[src/design/dtt_pkg.sv]
// ----------------------------------------------------------------------------
// dtt_pkg
// Types, sizes and codes shared by the task table modules
// ----------------------------------------------------------------------------
`timescale 1ns / 1ps

package dtt_pkg;

  // table geometry
  localparam int TABLE_DEPTH = 16;
  localparam int WORD_WIDTH  = 32;
  localparam int IDX_W       = $clog2(TABLE_DEPTH);
  localparam int CNT_W       = $clog2(TABLE_DEPTH + 1);
  localparam int OPT_W       = 5;

  // operation codes
  localparam logic MODE_ADD    = 1'b0;
  localparam logic MODE_DELETE = 1'b1;

  // bit positions in the add options
  localparam int OPT_APPEND  = 0;
  localparam int OPT_REFUSE  = 1;
  localparam int OPT_REPLACE = 2;
  localparam int OPT_FIRST   = 3;
  localparam int OPT_SECOND  = 4;

  // result status codes
  typedef enum logic [2:0] {
    ST_APPENDED = 3'd0,
    ST_REPLACED = 3'd1,
    ST_REFUSED  = 3'd2,
    ST_KEPT     = 3'd3,
    ST_FULL     = 3'd4,
    ST_DELETED  = 3'd5
  } status_e;

  // one stored task
  typedef struct packed {
    logic [WORD_WIDTH-1:0] handler;
    logic [WORD_WIDTH-1:0] first;
    logic [WORD_WIDTH-1:0] second;
  } entry_t;

  localparam int ENTRY_W = $bits(entry_t);

  // which argument words take part in a compare
  typedef struct packed {
    logic use_first;
    logic use_second;
  } match_sel_t;

endpackage

[src/design/dedup_task_table.sv]
// ----------------------------------------------------------------------------
// dedup_task_table
// Ordered task table with duplicate-aware add and compacting delete
// ----------------------------------------------------------------------------
// An item is taken when start is high and busy is low; busy then stays high
// until the result is out. The result is shown for exactly one cycle with
// done_o high and cannot be held off, so the receiver must take it then.
// The table sits in one memory with a read port and a write port, read one
// entry per cycle and checked by one compare unit: an add or delete reads
// the stored entries in order, an add that matches an entry stops there,
// and an append-always add or any item on an empty table skips the scan.
// A new item may be accepted in the cycle that done_o is high.
// ----------------------------------------------------------------------------
`timescale 1ns / 1ps

module dedup_task_table (
  input  logic                                clk_i,
  input  logic                                rst_ni,
  input  logic                                start,
  output logic                                busy,
  input  logic                                mode_i,
  input  logic [dtt_pkg::OPT_W-1:0]           add_options_i,
  input  logic [dtt_pkg::WORD_WIDTH-1:0]      func_handle_i,
  input  logic [dtt_pkg::WORD_WIDTH-1:0]      arg_first_i,
  input  logic [dtt_pkg::WORD_WIDTH-1:0]      arg_second_i,
  output logic                                done_o,
  output dtt_pkg::status_e                    status_o,
  output logic [dtt_pkg::IDX_W-1:0]           slot_o,
  output logic [dtt_pkg::CNT_W-1:0]           entry_total_o
);

  import dtt_pkg::*;

  // sequencer states
  localparam logic [1:0] S_IDLE   = 2'd0;
  localparam logic [1:0] S_SCAN   = 2'd1;
  localparam logic [1:0] S_FINISH = 2'd2;

  logic [1:0]       state_q, state_d;
  logic [CNT_W-1:0] fill_q, fill_d;
  logic [CNT_W-1:0] rd_ptr_q, rd_ptr_d;
  logic [CNT_W-1:0] keep_q, keep_d;
  logic             chk_vld_q, chk_vld_d;
  logic [IDX_W-1:0] chk_idx_q, chk_idx_d;
  logic             found_q, found_d;
  logic [IDX_W-1:0] slot_q, slot_d;
  logic             done_q, done_d;

  logic             mode_q, mode_d;
  logic [OPT_W-1:0] opts_q, opts_d;
  entry_t           item_q, item_d;

  status_e          status_q, status_d;
  logic [IDX_W-1:0] slot_out_q, slot_out_d;
  logic [CNT_W-1:0] total_q, total_d;

  logic             ram_we;
  logic [IDX_W-1:0] ram_waddr;
  entry_t           ram_wdata;
  logic             ram_re;
  entry_t           ram_rdata;
  logic             issue;
  logic             last_chk;
  logic             hit;
  match_sel_t       sel;

  // task table memory
  dtt_ram #(
    .WIDTH (ENTRY_W),
    .DEPTH (TABLE_DEPTH)
  ) u_dtt_ram (
    .clk_i   (clk_i),
    .we_i    (ram_we),
    .waddr_i (ram_waddr),
    .wdata_i (ram_wdata),
    .re_i    (ram_re),
    .raddr_i (rd_ptr_q[IDX_W-1:0]),
    .rdata_o (ram_rdata)
  );

  // delete compares on the handler alone
  assign sel.use_first  = (mode_q == MODE_ADD) && opts_q[OPT_FIRST];
  assign sel.use_second = (mode_q == MODE_ADD) && opts_q[OPT_SECOND];

  dtt_match u_dtt_match (
    .entry_i (ram_rdata),
    .item_i  (item_q),
    .sel_i   (sel),
    .match_o (hit)
  );

  // scan bookkeeping
  assign issue    = rd_ptr_q != fill_q;
  assign last_chk = {1'b0, chk_idx_q} == (fill_q - CNT_W'(1));

  // sequencer
  always_comb begin
    state_d    = state_q;
    fill_d     = fill_q;
    rd_ptr_d   = rd_ptr_q;
    keep_d     = keep_q;
    chk_vld_d  = 1'b0;
    chk_idx_d  = chk_idx_q;
    found_d    = found_q;
    slot_d     = slot_q;
    done_d     = 1'b0;
    mode_d     = mode_q;
    opts_d     = opts_q;
    item_d     = item_q;
    status_d   = status_q;
    slot_out_d = slot_out_q;
    total_d    = total_q;
    ram_we     = 1'b0;
    ram_waddr  = slot_q;
    ram_wdata  = item_q;
    ram_re     = 1'b0;

    unique case (state_q)
      S_IDLE: begin
        if (start) begin
          mode_d         = mode_i;
          opts_d         = add_options_i;
          item_d.handler = func_handle_i;
          item_d.first   = arg_first_i;
          item_d.second  = arg_second_i;
          rd_ptr_d       = '0;
          keep_d         = '0;
          found_d        = 1'b0;
          slot_d         = '0;
          if (((mode_i == MODE_ADD) && add_options_i[OPT_APPEND]) || (fill_q == '0)) begin
            state_d = S_FINISH;
          end else begin
            state_d = S_SCAN;
          end
        end
      end

      S_SCAN: begin
        // read ahead one entry while the previous one is compared
        if (issue) begin
          ram_re    = 1'b1;
          rd_ptr_d  = rd_ptr_q + CNT_W'(1);
          chk_vld_d = 1'b1;
          chk_idx_d = rd_ptr_q[IDX_W-1:0];
        end
        if (chk_vld_q) begin
          if (mode_q == MODE_ADD) begin
            if (hit) begin
              found_d = 1'b1;
              slot_d  = chk_idx_q;
              state_d = S_FINISH;
            end else if (last_chk) begin
              state_d = S_FINISH;
            end
          end else begin
            // survivors move down to the next kept position
            if (!hit) begin
              ram_we    = 1'b1;
              ram_waddr = keep_q[IDX_W-1:0];
              ram_wdata = ram_rdata;
              keep_d    = keep_q + CNT_W'(1);
            end
            if (last_chk) begin
              state_d = S_FINISH;
            end
          end
        end
      end

      S_FINISH: begin
        state_d = S_IDLE;
        done_d  = 1'b1;
        priority if (mode_q == MODE_DELETE) begin
          fill_d     = keep_q;
          status_d   = ST_DELETED;
          slot_out_d = '0;
          total_d    = keep_q;
        end else if (found_q) begin
          slot_out_d = slot_q;
          total_d    = fill_q;
          priority if (opts_q[OPT_REPLACE]) begin
            ram_we   = 1'b1;
            status_d = ST_REPLACED;
          end else if (opts_q[OPT_REFUSE]) begin
            status_d = ST_REFUSED;
          end else begin
            status_d = ST_KEPT;
          end
        end else if (fill_q == CNT_W'(TABLE_DEPTH)) begin
          status_d   = ST_FULL;
          slot_out_d = '0;
          total_d    = fill_q;
        end else begin
          ram_we     = 1'b1;
          ram_waddr  = fill_q[IDX_W-1:0];
          status_d   = ST_APPENDED;
          slot_out_d = fill_q[IDX_W-1:0];
          fill_d     = fill_q + CNT_W'(1);
          total_d    = fill_q + CNT_W'(1);
        end
      end

      default: begin
        state_d = S_IDLE;
      end
    endcase
  end

  // control registers
  always_ff @(posedge clk_i or negedge rst_ni) begin
    if (!rst_ni) begin
      state_q   <= S_IDLE;
      fill_q    <= '0;
      rd_ptr_q  <= '0;
      keep_q    <= '0;
      chk_vld_q <= 1'b0;
      chk_idx_q <= '0;
      found_q   <= 1'b0;
      slot_q    <= '0;
      done_q    <= 1'b0;
      mode_q    <= MODE_ADD;
      opts_q    <= '0;
    end else begin
      state_q   <= state_d;
      fill_q    <= fill_d;
      rd_ptr_q  <= rd_ptr_d;
      keep_q    <= keep_d;
      chk_vld_q <= chk_vld_d;
      chk_idx_q <= chk_idx_d;
      found_q   <= found_d;
      slot_q    <= slot_d;
      done_q    <= done_d;
      mode_q    <= mode_d;
      opts_q    <= opts_d;
    end
  end

  // item and result payload
  always_ff @(posedge clk_i) begin
    item_q     <= item_d;
    status_q   <= status_d;
    slot_out_q <= slot_out_d;
    total_q    <= total_d;
  end

  assign busy          = state_q != S_IDLE;
  assign done_o        = done_q;
  assign status_o      = status_q;
  assign slot_o        = slot_out_q;
  assign entry_total_o = total_q;

endmodule

[src/design/dtt_ram.sv]
// ----------------------------------------------------------------------------
// dtt_ram
// Generic single write port, single read port RAM with registered read data
// ----------------------------------------------------------------------------
`timescale 1ns / 1ps

module dtt_ram #(
  parameter int WIDTH = 8,
  parameter int DEPTH = 16
) (
  input  logic                     clk_i,
  input  logic                     we_i,
  input  logic [$clog2(DEPTH)-1:0] waddr_i,
  input  logic [WIDTH-1:0]         wdata_i,
  input  logic                     re_i,
  input  logic [$clog2(DEPTH)-1:0] raddr_i,
  output logic [WIDTH-1:0]         rdata_o
);

  logic [WIDTH-1:0] mem_q [DEPTH];
  logic [WIDTH-1:0] rdata_q;

  // write port
  always_ff @(posedge clk_i) begin
    if (we_i) begin
      mem_q[waddr_i] <= wdata_i;
    end
  end

  // registered read port
  always_ff @(posedge clk_i) begin
    if (re_i) begin
      rdata_q <= mem_q[raddr_i];
    end
  end

  assign rdata_o = rdata_q;

endmodule

[src/design/dtt_match.sv]
// ----------------------------------------------------------------------------
// dtt_match
// Shared compare unit: checks one stored entry against the current item
// ----------------------------------------------------------------------------
`timescale 1ns / 1ps

module dtt_match (
  input  dtt_pkg::entry_t     entry_i,
  input  dtt_pkg::entry_t     item_i,
  input  dtt_pkg::match_sel_t sel_i,
  output logic                match_o
);

  import dtt_pkg::*;

  logic handler_eq;
  logic first_ok;
  logic second_ok;

  // handler always compared, argument words only when selected
  assign handler_eq = entry_i.handler == item_i.handler;
  assign first_ok   = !sel_i.use_first  || (entry_i.first  == item_i.first);
  assign second_ok  = !sel_i.use_second || (entry_i.second == item_i.second);
  assign match_o    = handler_eq && first_ok && second_ok;

endmodule

[config.mk]
export PLATFORM = sky130hd
export DESIGN_NAME = dedup_task_table
export DESIGN_NICKNAME = d
export VERILOG_FILES = /design/src/design/dtt_pkg.sv /design/src/design/dedup_task_table.sv /design/src/design/dtt_ram.sv /design/src/design/dtt_match.sv
export SDC_FILE = /design/constraint.sdc
export NUM_CORES = 2
export LEC_CHECK = 0
export BUFFER_PORTS_ARGS = -buffer_cell sky130_fd_sc_hd__buf_2
export CORE_MARGIN = 2
export CORE_UTILIZATION = 30
export DETAILED_ROUTE_END_ITERATION = 10
export PLACE_DENSITY_LB_ADDON = 0.08
export SLEW_MARGIN = 40
export SYNTH_ARGS = -nofsm -noshare
export SYNTH_HDL_FRONTEND = slang
export SYNTH_SLANG_ARGS = --single-unit
[constraint.sdc]
create_clock -name clk_i -period 7.78 [get_ports clk_i]
set_input_delay 0 -clock clk_i [delete_from_list [all_inputs] [get_ports clk_i]]
set_output_delay 0 -clock clk_i [all_outputs]
set_load 0.1 [all_outputs]
==> impl_metrics.env <==
export IMPL_drtPass1Iterations=5
export IMPL_final_period_utilization=0.588
export IMPL_max_freq_ghz=0.219
export IMPL_nFillCells=20569
export IMPL_routed_wl_mm=181
export IMPL_clk_path_buf_depth=3
export IMPL_crit_required_ps=8210
export IMPL_synth_fp_nets=2971
export IMPL_nets=3436
export IMPL_critPathKind="flop to flop"
export IMPL_pin_count=119
export IMPL_synth_seq_area_share=0.779
export IMPL_die_area_sq_mm=0.231
export IMPL_mostFrequentLayoutCell="edfxtp_1"
export IMPL_synth_compound_area_share=0.00729
export IMPL_slowest_stage="nor4_4"
export IMPL_coreArea_sq_mm=0.225
export IMPL_setup_ws_ps=3210
export IMPL_synth_enable_flop_cells=1740
export IMPL_grt_pass1_vias=33586
export IMPL_grt_max_degree=115
export IMPL_yosys_area_share_simple=0.0108
export IMPL_fp_dieH_um=481
export IMPL_numPortBuffers=118
export IMPL_leakagePower_nw=24.9
export IMPL_cp_max_fo=30
export IMPL_place_ws_ps=3150
export IMPL_finClkSkew_ps=41.3
export IMPL_crit_arrival_ps=5000
export IMPL_clk_latency_ps=830
export IMPL_synth_cell_type_count=55
export IMPL_vias=31430
export IMPL_yosys_top_cells_area="edfxtp_1, mux4_2, mux2_2"
export IMPL_crit_chain="xnor2_1, nand4_1, nor4_4, a21oi_2, mux2i_1, or3_1, nor2_4, buf_4, buf_4"
export IMPL_path_common_cell="buf_4"
export IMPL_slew_headroom=0.397
export IMPL_ys_flop_type="edfxtp_1"
export IMPL_rows=174
export IMPL_fp_dieW_um=481
export IMPL_grt_overflow=0
export IMPL_cpLargestDelayFamily="simple AND/OR/NAND/NOR gates"
export IMPL_power_density_mw_per_mm2=241
export IMPL_cts_buffers=197
export IMPL_yosys_area_share_xor_xnor=0.0143
export IMPL_cts_root_buffer="clkbuf_16"
export IMPL_postSynthAreaPerCell_sq_um=23.8
export IMPL_crit_path_end_kind="flop"
export IMPL_clkSinkCount=1773
export IMPL_antenna_cells=0
export IMPL_ir_drop_uv=173
export IMPL_cts_max_level=4
export IMPL_ant_nets=0
export IMPL_yosys_area_top_type="edfxtp_1"
export IMPL_async_flop_share=0.0186
export IMPL_route_detailed_drc=0
export IMPL_vias_per_cell=4.86
export IMPL_syn2layout_area_growth_pct=19.8
export IMPL_syn_instance_count=2857
export IMPL_grt_pass1_wl_mm=257
export IMPL_fin_tns_setup_ps=0
export IMPL_clk_pin_slew_ps=60
export IMPL_max_slew_worst_pin_slew_ps=904
export IMPL_p_total_mw=19.6
export IMPL_finalCriticalPeriod_ps=4570
export IMPL_max_cap_violations=0
export IMPL_yosys_area_top_type_share=0.767
export IMPL_status="completed"
export IMPL_post_cts_buffers=0
export IMPL_startpoint_type="flop"
export IMPL_antenna_found_initial=3
export IMPL_setup_viol=0
export IMPL_dp_hpwl_mm=94.7
export IMPL_hp_class="input port to flop"
export IMPL_final_hold_violation_count=0
export IMPL_synth_seq_cells=1773
export IMPL_slowest_delay_ps=720
export IMPL_final_cell_mix="edfxtp_1, mux4_2, dlygate4sd3_1"
export IMPL_synth_fa_ha_area_frac=0.00165
export IMPL_path_buf_inv=2
export IMPL_cts_tree="built"
export IMPL_wl_per_cell_um=28.0
export IMPL_whs_ps=50.3
export IMPL_slew_violations=0
export IMPL_place_congestion=0.722
export IMPL_cts_resized=0
export IMPL_rsz0062_at_grt="no"
export IMPL_synth_mux_area_fraction=0.177
export IMPL_drtIter0Drc=2526
export IMPL_drive_above_1_share=0.313
export IMPL_initial_core_util=0.302
export IMPL_grtUsageTotal=0.156
export IMPL_yosys_warnings=0
export IMPL_synth_area_sq_mm=0.0681
export IMPL_synth_top_family_by_area="multiplexers"
-- report_power, final --
part           switching, mW  internal [mW]
logic                 0.0423         0.0865
registers                  0           10.3
clock network           3.81           5.36
-- per-stage QoR --
| step | utilization | cell area, sq um | instances |
|---|---|---|---|
| 2_1_floorplan | - | 68100 | 2857 |
| 3_3_place_gp | 0.323 | 72700 | 5890 |
| 3_5_place_dp | 0.324 | 73100 | 5904 |
| 4_1_cts | 0.362 | 81500 | 6466 |
| 5_1_grt | 0.362 | 81600 | 6471 |
| 6_report | 0.362 | 81600 | 6471 |
-- routing by layer --
metal | track usage | routed length (um) | up-vias
li1 | - | - | 13140
met1 | 0.222 | 83400 | 17361
met2 | 0.254 | 87700 | 704
met3 | 0.0239 | 6870 | 225
met4 | 0.0337 | 3160 | 0
met5 | 0 | 0 | -
-- flip-flops by register name, summed over array words and instances, names as in the netlist --
| name | count |
|---|---|
| chk_idx_q | 4 |
| slot_o | 4 |
| keep_q | 5 |
| done_o | 1 |
| state_q | 2 |
| opts_q | 4 |
| mode_q | 1 |
| u_dtt_ram.rdata_o | 96 |
| chk_vld_q | 1 |
| fill_q | 5 |
| slot_q | 4 |
| u_dtt_ram.mem_q | 1536 |
| status_o | 3 |
| item_q | 96 |
| entry_total_o | 5 |
| rd_ptr_q | 5 |
| found_q | 1 |
-- layout make-up --
type                            instances  area (sq um)  area share
Sequential cell                      1773         53100       0.650
Multi-Input combinational cell        931         14500       0.178
Clock buffer                          240          5180      0.0634
Timing Repair Buffer                  399          3810      0.0467
Tap cell                             2992          3740      0.0459
Clock inverter                        116          1180      0.0145
Inverter                               20          97.6     0.00120
-- path summary, 6_finish.rpt --
kind | start | cells after the start | slack, ps | end
worst min-delay path | func_handle_i[31] | 2 | 50 | item_q[95]$_DFFE_PP_
max in group asynchronous | rst_ni | 4 | 7340 | rd_ptr_q[3]$_DFFE_PN0P_
worst min register to register | opts_q[1]$_DFFE_PN0P_ | 1 | 520 | opts_q[1]$_DFFE_PN0P_
min in group asynchronous | rst_ni | 4 | 230 | keep_q[3]$_DFFE_PN0P_
worst max-delay path | item_q[83]$_DFFE_PP_ | 9 | 3210 | u_dtt_ram.mem_q[8][48]$_DFFE_PP_
worst max register to register | item_q[83]$_DFFE_PP_ | 9 | 3210 | u_dtt_ram.mem_q[8][48]$_DFFE_PP_
-- Yosys cell counts, drive strengths merged (3+ instances only) --
library cell and instances:
nand2b 4, edfxtp 1740, mux4 480, o211ai 5, nor2 33, clkbuf 70
ha 9, nor2b 3, inv 20, nand4 12, a21oi 10, a31oi 3
mux2 104, xor2 71, nand3 24, nand2 34, buf 63, mux2i 9
o21a 4, nor4 19, o21ai 33, xnor2 40, or3 3, dfrtp 33
-- kinds of logic after synthesis --
logic type,Yosys count
buf+inv,153
mux,593
compound gates,77
flops,1773
simple gates,141
xor+xnor,111
fa+ha+maj,9
-- timing repair --
item	in CTS	in global routing
hold buffers	206	0
endpoints found under the hold margin	140	0
endpoints found under the setup margin	0	0
Note: power is estimated with default switching activity, not from simulation.
